### src/rtl/converter_state_space_step_assert.svh
// Assertion helpers used by the converter state-space step controller.
`ifndef CONVERTER_STATE_SPACE_STEP_ASSERT_SVH
`define CONVERTER_STATE_SPACE_STEP_ASSERT_SVH

// Same-cycle implication, disabled during reset.
`define CSSS_ASSERT_IMP(label, ante, cons, msg) \
  label: assert property (@(posedge clk_i) disable iff (!rst_ni) (ante) |-> (cons)) \
    else $error(msg);

// Next-cycle implication, disabled during reset.
`define CSSS_ASSERT_NXT(label, ante, cons, msg) \
  label: assert property (@(posedge clk_i) disable iff (!rst_ni) (ante) |=> (cons)) \
    else $error(msg);

`endif

### src/rtl/csss_pkg.sv
package csss_pkg;

  localparam int ModelOrder = 6;
  localparam int TermCount  = ModelOrder + 1;
  localparam int DataW      = 32;
  localparam int CoefW      = 16;
  localparam int ProdW      = DataW + CoefW;
  localparam int AccW       = ProdW + 2;
  localparam int FracShift  = 14;
  localparam int RowW       = $clog2(ModelOrder);
  localparam int ColW       = $clog2(TermCount);

  // Column index that selects the drive term (B coefficient times sample)
  localparam logic [ColW-1:0] ColDrive = ColW'(ModelOrder);
  localparam logic [RowW-1:0] RowLast  = RowW'(ModelOrder - 1);
  localparam logic signed [AccW-1:0] RoundBias = AccW'(1 << (FracShift - 1));

  // System matrix A, Q2.14
  localparam logic signed [CoefW-1:0] CoefA [ModelOrder][ModelOrder] = '{
    '{16'sd15814, -16'sd282,   16'sd93,    -16'sd95,   16'sd85,    -16'sd411},
    '{16'sd12668, 16'sd2051,   16'sd3793,  16'sd1147,  16'sd2100,  16'sd12704},
    '{16'sd13563, -16'sd12324, -16'sd1566, 16'sd5405,  -16'sd7954, 16'sd6414},
    '{16'sd16299, 16'sd4350,   -16'sd6305, 16'sd6901,  16'sd6434,  16'sd4750},
    '{16'sd12530, -16'sd6824,  -16'sd7954, -16'sd5515, -16'sd1615, 16'sd11929},
    '{16'sd18114, 16'sd12431,  16'sd1932,  16'sd1226,  -16'sd3591, 16'sd2443}
  };

  // Input vector B, Q2.14
  localparam logic signed [CoefW-1:0] CoefB [ModelOrder] = '{
    16'sd772, 16'sd618, 16'sd662, 16'sd795, 16'sd611, 16'sd883
  };

  // Controller to datapath commands
  typedef struct packed {
    logic            load_u;
    logic            mul_en;
    logic [RowW-1:0] row;
    logic [ColW-1:0] col;
    logic            first;
    logic            last;
    logic            commit;
  } ctrl_cmd_t;

  // Datapath to controller status
  typedef struct packed {
    logic pipe_busy;
  } dp_sts_t;

endpackage

### src/rtl/csss_ctrl.sv
module csss_ctrl (
  input  logic                  clk_i,
  input  logic                  rst_ni,
  input  logic                  in_valid_i,
  output logic                  in_ready_o,
  output logic                  out_valid_o,
  input  logic                  out_ready_i,
  input  csss_pkg::dp_sts_t     sts_i,
  output csss_pkg::ctrl_cmd_t   cmd_o
);

  localparam logic [1:0] StIdle   = 2'd0;
  localparam logic [1:0] StRun    = 2'd1;
  localparam logic [1:0] StDrain  = 2'd2;
  localparam logic [1:0] StCommit = 2'd3;

  logic [1:0]                state_q, state_d;
  logic [csss_pkg::RowW-1:0] row_q, row_d;
  logic [csss_pkg::ColW-1:0] col_q, col_d;
  logic                      out_valid_q, out_valid_d;
  logic                      in_acc;
  logic                      can_commit;

  assign in_acc     = in_valid_i && in_ready_o;
  assign can_commit = !out_valid_q || out_ready_i;

  // Sequence the 42 multiply-accumulates, then drain and commit
  always_comb begin
    state_d     = state_q;
    row_d       = row_q;
    col_d       = col_q;
    in_ready_o  = 1'b0;
    cmd_o       = '0;
    cmd_o.row   = row_q;
    cmd_o.col   = col_q;
    cmd_o.first = (col_q == '0);
    cmd_o.last  = (col_q == csss_pkg::ColDrive);
    case (state_q)
      StIdle: begin
        in_ready_o = 1'b1;
        if (in_valid_i) begin
          cmd_o.load_u = 1'b1;
          row_d        = '0;
          col_d        = '0;
          state_d      = StRun;
        end
      end
      StRun: begin
        cmd_o.mul_en = 1'b1;
        if (col_q == csss_pkg::ColDrive) begin
          col_d = '0;
          if (row_q == csss_pkg::RowLast) begin
            state_d = StDrain;
          end else begin
            row_d = row_q + 1'b1;
          end
        end else begin
          col_d = col_q + 1'b1;
        end
      end
      StDrain: begin
        if (!sts_i.pipe_busy) begin
          state_d = StCommit;
        end
      end
      StCommit: begin
        if (can_commit) begin
          cmd_o.commit = 1'b1;
          state_d      = StIdle;
        end
      end
      default: begin
        state_d = StIdle;
      end
    endcase
  end

  // Hold the result until it is taken
  always_comb begin
    out_valid_d = out_valid_q;
    if (out_valid_q && out_ready_i) begin
      out_valid_d = 1'b0;
    end
    if (cmd_o.commit) begin
      out_valid_d = 1'b1;
    end
  end

  assign out_valid_o = out_valid_q;

  always_ff @(posedge clk_i or negedge rst_ni) begin
    if (!rst_ni) begin
      state_q     <= StIdle;
      row_q       <= '0;
      col_q       <= '0;
      out_valid_q <= 1'b0;
    end else begin
      state_q     <= state_d;
      row_q       <= row_d;
      col_q       <= col_d;
      out_valid_q <= out_valid_d;
    end
  end

  `include "converter_state_space_step_assert.svh"

  `CSSS_ASSERT_IMP(a_commit_drained, cmd_o.commit, !sts_i.pipe_busy, "commit while busy")
  `CSSS_ASSERT_IMP(a_commit_no_overwrite, cmd_o.commit, can_commit, "result overwritten")
  `CSSS_ASSERT_NXT(a_accept_starts, in_acc, state_q == StRun && row_q == '0 && col_q == '0, "bad start")

endmodule

### src/rtl/csss_dp.sv
module csss_dp (
  input  logic                                clk_i,
  input  logic                                rst_ni,
  input  csss_pkg::ctrl_cmd_t                 cmd_i,
  output csss_pkg::dp_sts_t                   sts_o,
  input  logic signed [csss_pkg::DataW-1:0]   drive_sample_i,
  output logic signed [csss_pkg::DataW-1:0]   output_voltage_o
);

  localparam int DataW = csss_pkg::DataW;
  localparam int AccW  = csss_pkg::AccW;

  logic signed [DataW-1:0]          u_q;
  logic signed [DataW-1:0]          state_q [csss_pkg::ModelOrder];
  logic signed [DataW-1:0]          next_q  [csss_pkg::ModelOrder];
  logic signed [DataW-1:0]          out_q;
  logic signed [DataW-1:0]          op_data;
  logic signed [csss_pkg::CoefW-1:0] op_coef;
  logic signed [csss_pkg::ProdW-1:0] prod_d, prod_q;
  logic                             prod_vld_q, prod_first_q, prod_last_q;
  logic [csss_pkg::RowW-1:0]        prod_row_q, acc_row_q;
  logic signed [AccW-1:0]           acc_d, acc_q;
  logic                             acc_done_q;
  logic signed [AccW-1:0]           rnd_sum, rnd_shift;
  logic signed [DataW-1:0]          rnd_sat;

  // Select the operand pair for this term
  always_comb begin
    if (cmd_i.col == csss_pkg::ColDrive) begin
      op_data = u_q;
      op_coef = csss_pkg::CoefB[cmd_i.row];
    end else begin
      op_data = state_q[cmd_i.col[csss_pkg::RowW-1:0]];
      op_coef = csss_pkg::CoefA[cmd_i.row][cmd_i.col[csss_pkg::RowW-1:0]];
    end
  end

  assign prod_d = op_data * op_coef;

  // Accumulate the row, restarting on its first term
  assign acc_d = prod_first_q ? AccW'(prod_q) : acc_q + AccW'(prod_q);

  // Round half up to Q16.16 and clamp to the 32-bit range
  assign rnd_sum   = acc_q + csss_pkg::RoundBias;
  assign rnd_shift = rnd_sum >>> csss_pkg::FracShift;
  always_comb begin
    if (rnd_shift[AccW-1:DataW-1] == '0 || rnd_shift[AccW-1:DataW-1] == '1) begin
      rnd_sat = rnd_shift[DataW-1:0];
    end else if (rnd_shift[AccW-1]) begin
      rnd_sat = {1'b1, {(DataW-1){1'b0}}};
    end else begin
      rnd_sat = {1'b0, {(DataW-1){1'b1}}};
    end
  end

  assign sts_o.pipe_busy = prod_vld_q || acc_done_q;
  assign output_voltage_o = out_q;

  // Pipeline control flags
  always_ff @(posedge clk_i or negedge rst_ni) begin
    if (!rst_ni) begin
      prod_vld_q <= 1'b0;
      acc_done_q <= 1'b0;
    end else begin
      prod_vld_q <= cmd_i.mul_en;
      acc_done_q <= prod_vld_q && prod_last_q;
    end
  end

  // Plant state starts at zero
  always_ff @(posedge clk_i or negedge rst_ni) begin
    if (!rst_ni) begin
      for (int i = 0; i < csss_pkg::ModelOrder; i++) begin
        state_q[i] <= '0;
      end
    end else if (cmd_i.commit) begin
      for (int i = 0; i < csss_pkg::ModelOrder; i++) begin
        state_q[i] <= next_q[i];
      end
    end
  end

  // Payload registers
  always_ff @(posedge clk_i) begin
    if (cmd_i.load_u) begin
      u_q <= drive_sample_i;
    end
    if (cmd_i.mul_en) begin
      prod_q       <= prod_d;
      prod_first_q <= cmd_i.first;
      prod_last_q  <= cmd_i.last;
      prod_row_q   <= cmd_i.row;
    end
    if (prod_vld_q) begin
      acc_q     <= acc_d;
      acc_row_q <= prod_row_q;
    end
    if (acc_done_q) begin
      next_q[acc_row_q] <= rnd_sat;
    end
    if (cmd_i.commit) begin
      out_q <= next_q[csss_pkg::ModelOrder-1];
    end
  end

endmodule

### src/rtl/converter_state_space_step.sv
// Sixth-order discrete converter model, one step per drive sample.
// Input channel: in_valid_i / in_ready_o carry drive_sample_i (signed Q16.16).
// Output channel: out_valid_o / out_ready_i carry output_voltage_o, the new
// sixth state (signed Q16.16, rounded half up, saturated).
// Each request runs 42 multiply-accumulates (six rows of seven terms) on one
// shared 32x16 multiplier, one term per cycle, then drains the product,
// accumulate and row-write registers and commits the new state. One item is
// in work at a time, so a new request is taken only after that commit.
// in_ready_o is high only while the unit is idle. A finished result waits in
// the output register; a new request may be taken meanwhile, but its commit
// holds until the earlier result has been taken.
// Reset clears the six plant states to zero and drops any pending result.
module converter_state_space_step (
  input  logic                                clk_i,
  input  logic                                rst_ni,
  input  logic                                in_valid_i,
  output logic                                in_ready_o,
  input  logic signed [csss_pkg::DataW-1:0]   drive_sample_i,
  output logic                                out_valid_o,
  input  logic                                out_ready_i,
  output logic signed [csss_pkg::DataW-1:0]   output_voltage_o
);

  csss_pkg::ctrl_cmd_t cmd;
  csss_pkg::dp_sts_t   sts;

  // Sequencer
  csss_ctrl u_ctrl (
    .clk_i       (clk_i),
    .rst_ni      (rst_ni),
    .in_valid_i  (in_valid_i),
    .in_ready_o  (in_ready_o),
    .out_valid_o (out_valid_o),
    .out_ready_i (out_ready_i),
    .sts_i       (sts),
    .cmd_o       (cmd)
  );

  // Multiply-accumulate datapath and state
  csss_dp u_dp (
    .clk_i            (clk_i),
    .rst_ni           (rst_ni),
    .cmd_i            (cmd),
    .sts_o            (sts),
    .drive_sample_i   (drive_sample_i),
    .output_voltage_o (output_voltage_o)
  );

endmodule

### config.mk
export PLATFORM = sky130hd
export DESIGN_NAME = converter_state_space_step
export DESIGN_NICKNAME = d
export VERILOG_FILES = /design/src/rtl/csss_pkg.sv /design/src/rtl/csss_ctrl.sv /design/src/rtl/csss_dp.sv /design/src/rtl/converter_state_space_step.sv
export VERILOG_INCLUDE_DIRS = /design/src /design/src/rtl
export SDC_FILE = /design/constraint.sdc
export NUM_CORES = 2
export LEC_CHECK = 0
export ABC_AREA = 0
export BUFFER_PORTS_ARGS = -buffer_cell sky130_fd_sc_hd__buf_4
export CAP_MARGIN = 30
export CORE_AREA = 5 5 266 268
export DETAILED_ROUTE_END_ITERATION = 8
export DIE_AREA = 0 0 271 273
export PLACE_DENSITY = 0.84
export SYNTH_ARGS = -nofsm -noshare
export SYNTH_HDL_FRONTEND = slang
export SYNTH_SLANG_ARGS = --single-unit
export TNS_END_PERCENT = 30
### constraint.sdc
create_clock -name clk_i -period 19 [get_ports clk_i]
set_input_delay 2.85 -clock clk_i [delete_from_list [all_inputs] [get_ports clk_i]]
set_output_delay 2.85 -clock clk_i [all_outputs]
set_load 0.02 [all_outputs]
Word level (Yosys, flattened, before mapping)
Memory sizes are Yosys's and may differ from the RTL's. A register that Yosys moved wholly into a read port is not among the register bits.
Index checks and enable logic that the tools add are counted.
{ "word_totals": {"reg_bits": 213, "ram_bits": 192, "rom_bits": 896, "in_bits": 36, "out_inout_bits": 34, "wordCells": 95, "memories": 3} }
{ "op_classes": {"addsub": 4, "n_mul": 1, "order_cmp": 2, "eq_ne": 12, "muxes": 37, "n_bitwise": 2, "reduce_logical": 19} }
{ "memory_table": {"columns": ["memory", "words", "width", "rd", "rd_clocked_by_memory_dff", "wr", "line", "rtl"], "rows": [
  ["(no name shown)", 8, 96, 1, 0, 0, "csss_dp.sv:34", "op_coef = csss_pkg::CoefA[cmd_i.row][cmd_i.col[csss_pkg::RowW-1:0]];"],
  ["u_dp.next_q", 6, 32, 6, 5, 1, "csss_dp.sv:15", "logic signed [DataW-1:0] next_q [csss_pkg::ModelOrder];"],
  ["(no name shown)", 8, 16, 1, 0, 0, "csss_dp.sv:31", "op_coef = csss_pkg::CoefB[cmd_i.row];"]
]} }
{ "op_table": {"columns": ["operator", "count"], "rows": [
  ["96-bit 2-to-1 mux", 2],
  ["32-bit 2-to-1 mux", 5],
  ["32-bit binary-select mux with 3-bit select", 1],
  ["16-bit 2-to-1 mux", 5],
  ["50-bit by 15-bit adder with 50-bit output, second input constant", 1],
  ["50-bit by 48-bit adder with 50-bit output", 1],
  ["50-bit 2-to-1 mux", 1],
  ["16-bit binary-select mux with 3-bit select", 1],
  ["32-bit by 16-bit multiplier with 48-bit output", 1],
  ["19-bit == test, second input constant", 1],
  ["19-bit zero test", 1],
  ["3-bit 2-to-1 mux", 4],
  ["3-bit one-hot mux with 2 select lines", 2],
  ["1-bit 2-to-1 mux", 10],
  ["2-bit 2-to-1 mux", 5],
  ["4-bit >= comparator, second input constant", 2],
  ["3-bit NOT with 4-bit output", 2],
  ["2-bit one-hot mux with 4 select lines", 1],
  ["3-bit by 1-bit adder with 3-bit output, second input constant", 2],
  ["3-bit == test, second input constant", 2],
  ["1-bit zero test", 6],
  ["2-bit by 1-bit inequality test with 1-bit output, second input constant", 3],
  ["2-bit inequality test, second input constant", 3],
  ["5-bit AND reduction", 1],
  ["9 further kinds", 14]
]} }

Depth between registers and ports, before layout
{ "logic_depth": {"ltp_word": 9, "mapped_depth": 34, "mapped_depth_nobuf": 32} }

By module
From an unflattened synthesis, not the netlist that was laid out.
{ "hier_totals": {"cells_unflattened": 4011, "hier_area_um2": 43083.8} }
{ "modules_own_cells": {"columns": ["mod", "n_inst", "cells_per_inst", "area_per_inst_um2", "seq_area_each_um2"], "rows": [
  ["csss_dp", 1, 3949, 42480.7, 15725.1],
  ["csss_ctrl", 1, 62, 603.1, 225.2]
]} }

Worst setup path before layout
OpenSTA, ideal clock, no wires.
{ "synth_path": {"kind": "register -> register", "startpoint": "reg u_ctrl.row_q[0] (netlist name)", "endpoint": "reg u_dp.prod_q[42] (netlist name), data pin", "setup_time_ns": 0.259, "arrival_ns": 7.569, "required_ns": 18.741, "path_slack_ns": 11.172, "stages_incl_launch_ff": 31, "path_buffers": 3, "synth_period_minus_slack_ns": 7.828, "path_cell_list": "dfrtp_1 > inv_1 > ha_1 > clkbuf_1 > nor2b_1 > o311ai_0 > o21ai_0 > o22ai_1 > clkbuf_1 > nand2_1 > fa_1 > inv_1 > fa_1 > fa_1 > fa_1 > fa_1 > inv_1 > fa_1 > inv_1 > ha_1 > buf_2 > a21o_1 > a21o_1 > a221oi_1 > o211ai_1 > a31oi_1 > o21ai_2 > a31oi_2 > o21ai_1 > a21oi_1 > xnor2_1"} }
{ "synth_between": {"elab_chain_len": 9, "word_cells_on_any_way": 12, "classes_between": "1 x mul; 8 x mux; 1 x bitwise; 2 x memory"} }
{ "synth_lines": {"columns": ["element", "line", "rtl"], "rows": [
  ["start: declaration", "csss_ctrl.sv:18", "logic [csss_pkg::RowW-1:0] row_q, row_d;"],
  ["start signal: assignment", "csss_ctrl.sv:99", "row_q <= row_d;"],
  ["3-bit NOT with 4-bit output (not written as such) (*)", "csss_dp.sv:31, csss_dp.sv:34", null],
  ["memory read 8 x 96 bit", null, null],
  ["96-bit 2-to-1 mux (not written as such) (2 in series)", "csss_dp.sv:34", null],
  ["16-bit binary-select mux with 3-bit select", "csss_dp.sv:34", null],
  ["16-bit 2-to-1 mux (not written as such) (2 in series)", "csss_dp.sv:34", null],
  ["16-bit 2-to-1 mux (*)", "csss_dp.sv:29", "if (cmd_i.col == csss_pkg::ColDrive) begin"],
  ["32-bit by 16-bit multiplier with 48-bit output (*)", "csss_dp.sv:38", "assign prod_d = op_data * op_coef;"],
  ["named net u_dp.prod_d (one bit)", "csss_dp.sv:19", "logic signed [csss_pkg::ProdW-1:0] prod_d, prod_q;"],
  ["end signal: assignment", "csss_dp.sv:89", "prod_q <= prod_d;"],
  ["end: declaration", "csss_dp.sv:19", null]
]} }
The timed path passes the listed nets; every way through them passes the cells marked *. The select of a mux whose other input is x is not followed.
A chain may end at the register's enable or synchronous reset.

Worst setup path in the final report
{ "layout_path": {"startpoint": "reg u_ctrl.col_q[0] (netlist name)", "endpoint": "reg u_dp.prod_q[47] (netlist name), data pin"} }
{ "layout_between": {"elab_chain_len": 6, "word_cells_on_any_way": 11, "classes_between": "1 x mul; 1 x eq/ne; 8 x mux; 1 x bitwise"} }
{ "layout_lines": {"columns": ["element", "line", "rtl"], "rows": [
  ["start: declaration", "csss_ctrl.sv:19", "logic [csss_pkg::ColW-1:0] col_q, col_d;"],
  ["start signal: assignment", "csss_ctrl.sv:100", "col_q <= col_d;"],
  ["3-bit NOT with 4-bit output (not written as such)", "csss_dp.sv:33, csss_dp.sv:34", null],
  ["32-bit binary-select mux with 3-bit select / 16-bit binary-select mux with 3-bit select (equally long branches)", "csss_dp.sv:33, csss_dp.sv:34", null],
  ["32-bit 2-to-1 mux (not written as such) / 16-bit 2-to-1 mux (equally long branches) (2 in series)", "csss_dp.sv:33, csss_dp.sv:34", null],
  ["32-bit 2-to-1 mux / 16-bit 2-to-1 mux (equally long branches)", "csss_dp.sv:29", null],
  ["32-bit by 16-bit multiplier with 48-bit output (*)", "csss_dp.sv:38", null],
  ["named net u_dp.prod_d (one bit)", "csss_dp.sv:19", null]
]} }
Marks and branches as above.

==> results.yml <==
synthesis:
  synth_top_area_share_pct: 25.2
  synthMuxAreaShare_pct: 7.64
  yosysTopAreaCell: "edfxtp_1"
  synth-edff-count: 362
  synth-async-reset-ratio_pct: 35.9
  avgSynthCellArea_um2: 11.0
  synth_cell_types: 89
  synth_top_family_by_area: "adder cells"
  seq_area_frac_synth_pct: 37.0
  synthCells: 3936
  yosys.area_share.simple_pct: 9.72
  synthAdderAreaFrac_pct: 27.9
  synthXorXnorAreaFrac_pct: 2.60
  synth_compound_area_share_pct: 8.29
  synth_seq_cells: 565
  ys_warn_count: 0
  synth_area_um2: 43100
  synth_area_leaders: "edfxtp_1, fa_1, dfrtp_1, ha_1, inv_1"
  synth_flop_cell: "edfxtp_1"
  syn_nets: 4642
sta:
  fin_tns_setup_ns: 0
  setup_violations: 0
  fin_skew_ns: 0.0439
  maxSlewViolCount: 0
  relSlewSlack_pct: 22.8
  fin_crit_sh_pct: 51.2
  hold_ws_ns: 0.421
  fin_crit_ns: 9.72
  rsz0062_at_grt: "false"
  report.final.hold_viol_count: 0
  worst_pin_slew_ns: 1.16
  max_freq_mhz: 103
critical_path:
  worst-path-max-fanout: 55
  worst_setup_path_end_kind: "register"
  critPathRequiredTime_ns: 19.38
  cp-start-kind: "register"
  cp.arrival_ns: 10.10
  worstSetupPathType: "register to register"
clock_tree:
  cts_buffer_depth: 3
  clock_latency_ns: 0.66
  cts_resized: 0
  clock_sinks: 565
  ctsHoldBuffers: 0
  cts_buffers: 58
  cts_htree_levels: 2
  cts_tree: "yes"
  root_buffer: "clkbuf_16"
  clk_pin_slew_worst_paths_ns: 0.06
  post_cts_buffers: 0
placed_design:
  dpl_cell_area_um2: 44800
  place_congestion: 0.990
  place_inst: 4792
  portBuffers: 69
  place_hpwl_um: 82700
grt:
  grt_max_degree: 80
  grt_pass1_vias: 31900
  grt_antenna_before_repair: 2
  grt_pass1_wl_um: 181000
  gr-usage-all-layers_pct: 31.3
  overflow: 0
routing:
  met3_length_um: 14600
  wire_per_inst_um: 23.3
  drtPass1Iterations: 7
  wl_met1_um: 42200
  drtIter0Drc: 3340
  top_layer_used: "met5"
  wl_met2_um: 51400
  routed_wl_um: 114000
  post-route-drc-count: 0
  postRouteAntennaNets: 0
  via_per_inst: 6.20
  vias: 30400
finish:
  final_common_cell: "inv_1"
  syn2layout_area_growth_pct: 8.57
  final_nets: 4679
  layout_common_cells: "inv_1, fa_1, nand2_1"
  drive_gt1_share_pct: 13.2
  fill_cells: 4648
  fin_cells: 4906
  finalInstanceArea_um2: 46800
floorplanning:
  ioPinCount: 70
  die_w_um: 271
  die-area_um2: 74000
  core_um2: 68100
  num_rows: 96
  fp.dieH_um: 273
  start_util_pct: 63.3
min_path:
  hold_path.class: "register to register"
job:
  maxCapViolCount: 0
status:
  outcome: "completed"
-- cell families (layout without fill, tap and decap cells) --
| family | Yosys count | after routing |
|---|---|---|
| mux | 265 | 265 |
| xor+xnor | 128 | 128 |
| fa+ha+maj | 670 | 670 |
| flops | 565 | 565 |
| buf+inv | 767 | 853 |
| other cells | 0 | 2 |
| simple gates | 980 | 980 |
| compound gates | 561 | 561 |
-- cell usage after synthesis, drive strengths merged, types with 4 or more instances --
library cell  number
a21boi             6
o21bai            17
nand3             47
o21ai            150
nand4             23
a21oi            184
nor3              25
dfrtp            203
o22ai              5
mux2i             37
mux4              32
nor2b             23
a211oi            17
and2              28
a31o               4
nand2            412
a21o              86
clkbuf           101
a221oi             4
nor2             362
nand2b            18
o31ai             14
nor4               6
o31a               4
a22o               4
and3              16
xnor2             80
edfxtp           362
mux2             196
o311ai             5
a31oi              9
fa               488
inv              602
xor2              48
o211ai            15
ha               182
buf               62
o21a              10
-- critical path, cell delays in order (launching register included) --
cell	delay, ns
dfrtp_4	0.89
buf_4	0.56
buf_4	0.57
nand2b_1	0.19
or2_0	0.39
a21oi_1	0.14
nor2_4	0.82
nand2_1	0.19
fa_1	0.56
inv_1	0.06
fa_1	0.48
fa_1	0.62
fa_1	0.45
fa_1	0.49
inv_1	0.05
fa_1	0.49
inv_1	0.05
ha_1	0.41
and4_1	0.27
and3_1	0.20
nand2_1	0.08
a211oi_2	0.37
o311ai_0	0.19
o2111ai_1	0.32
nand2_1	0.14
o21ai_0	0.19
a21oi_1	0.10
xnor2_1	0.13
-- layer usage --
metal	vias up	global-route usage (%)
li1	13000	-
met2	1815	48.4
met1	15100	41.4
met3	439	10.3
met5	-	0.987
met4	2	12.5
-- layout make-up --
class                           instances  area, um^2  share of cell area (%)
Tap cell                              882        1100                    2.36
Clock buffer                           74        1600                    3.42
Inverter                              604        2270                    4.84
Timing Repair Buffer                  140        1150                    2.45
Multi-Input combinational cell       2604       24400                    52.1
Antenna cell                            2        5.00                  0.0107
Sequential cell                       565       16000                    34.1
Clock inverter                         35         353                   0.753
-- registers in the layout, indices dropped and copies added, names as in the netlist --
register               count
u_dp.next_q              192
u_dp.state_q             192
u_dp.acc_q                50
u_dp.prod_q               48
u_dp.output_voltage_o     32
u_dp.u_q                  32
u_ctrl.col_q               3
u_ctrl.row_q               3
u_dp.acc_row_q             3
u_dp.prod_row_q            3
u_ctrl.state_q             2
u_ctrl.out_valid_o         1
u_dp.acc_done_q            1
u_dp.prod_first_q          1
u_dp.prod_last_q           1
u_dp.prod_vld_q            1
-- through the flow --
| stage | util, % | setup slack, ns |
|---|---|---|
| after floorplan | - | 11.17 |
| after global placement | 65.5 | 9.37 |
| after detailed placement | 65.8 | 9.43 |
| after CTS | 68.7 | 9.37 |
| after global routing | 68.8 | 8.72 |
| final | 68.8 | 9.28 |
-- path summary, 6_finish.rpt --
path                                               from                           end  slack, ns  cells after the start
hold / removal             u_dp.prod_row_q[0]$_DFFE_PP_   u_dp.acc_row_q[0]$_DFFE_PP_       0.42                      0
setup reg to reg            u_ctrl.col_q[0]$_DFFE_PN0P_     u_dp.prod_q[47]$_DFFE_PP_       9.28                     27
hold reg to reg            u_dp.prod_row_q[0]$_DFFE_PP_   u_dp.acc_row_q[0]$_DFFE_PP_       0.42                      0
setup / recovery            u_ctrl.col_q[0]$_DFFE_PN0P_     u_dp.prod_q[47]$_DFFE_PP_       9.28                     27
min in group asynchronous                        rst_ni  u_dp.state_q[43]$_DFFE_PN0P_       2.21                      1
max in group asynchronous                        rst_ni  u_dp.state_q[51]$_DFFE_PN0P_      15.37                      2
Power is not shown: default switching activity piles up to over one toggle a cycle in this logic, so the estimate is an artifact.
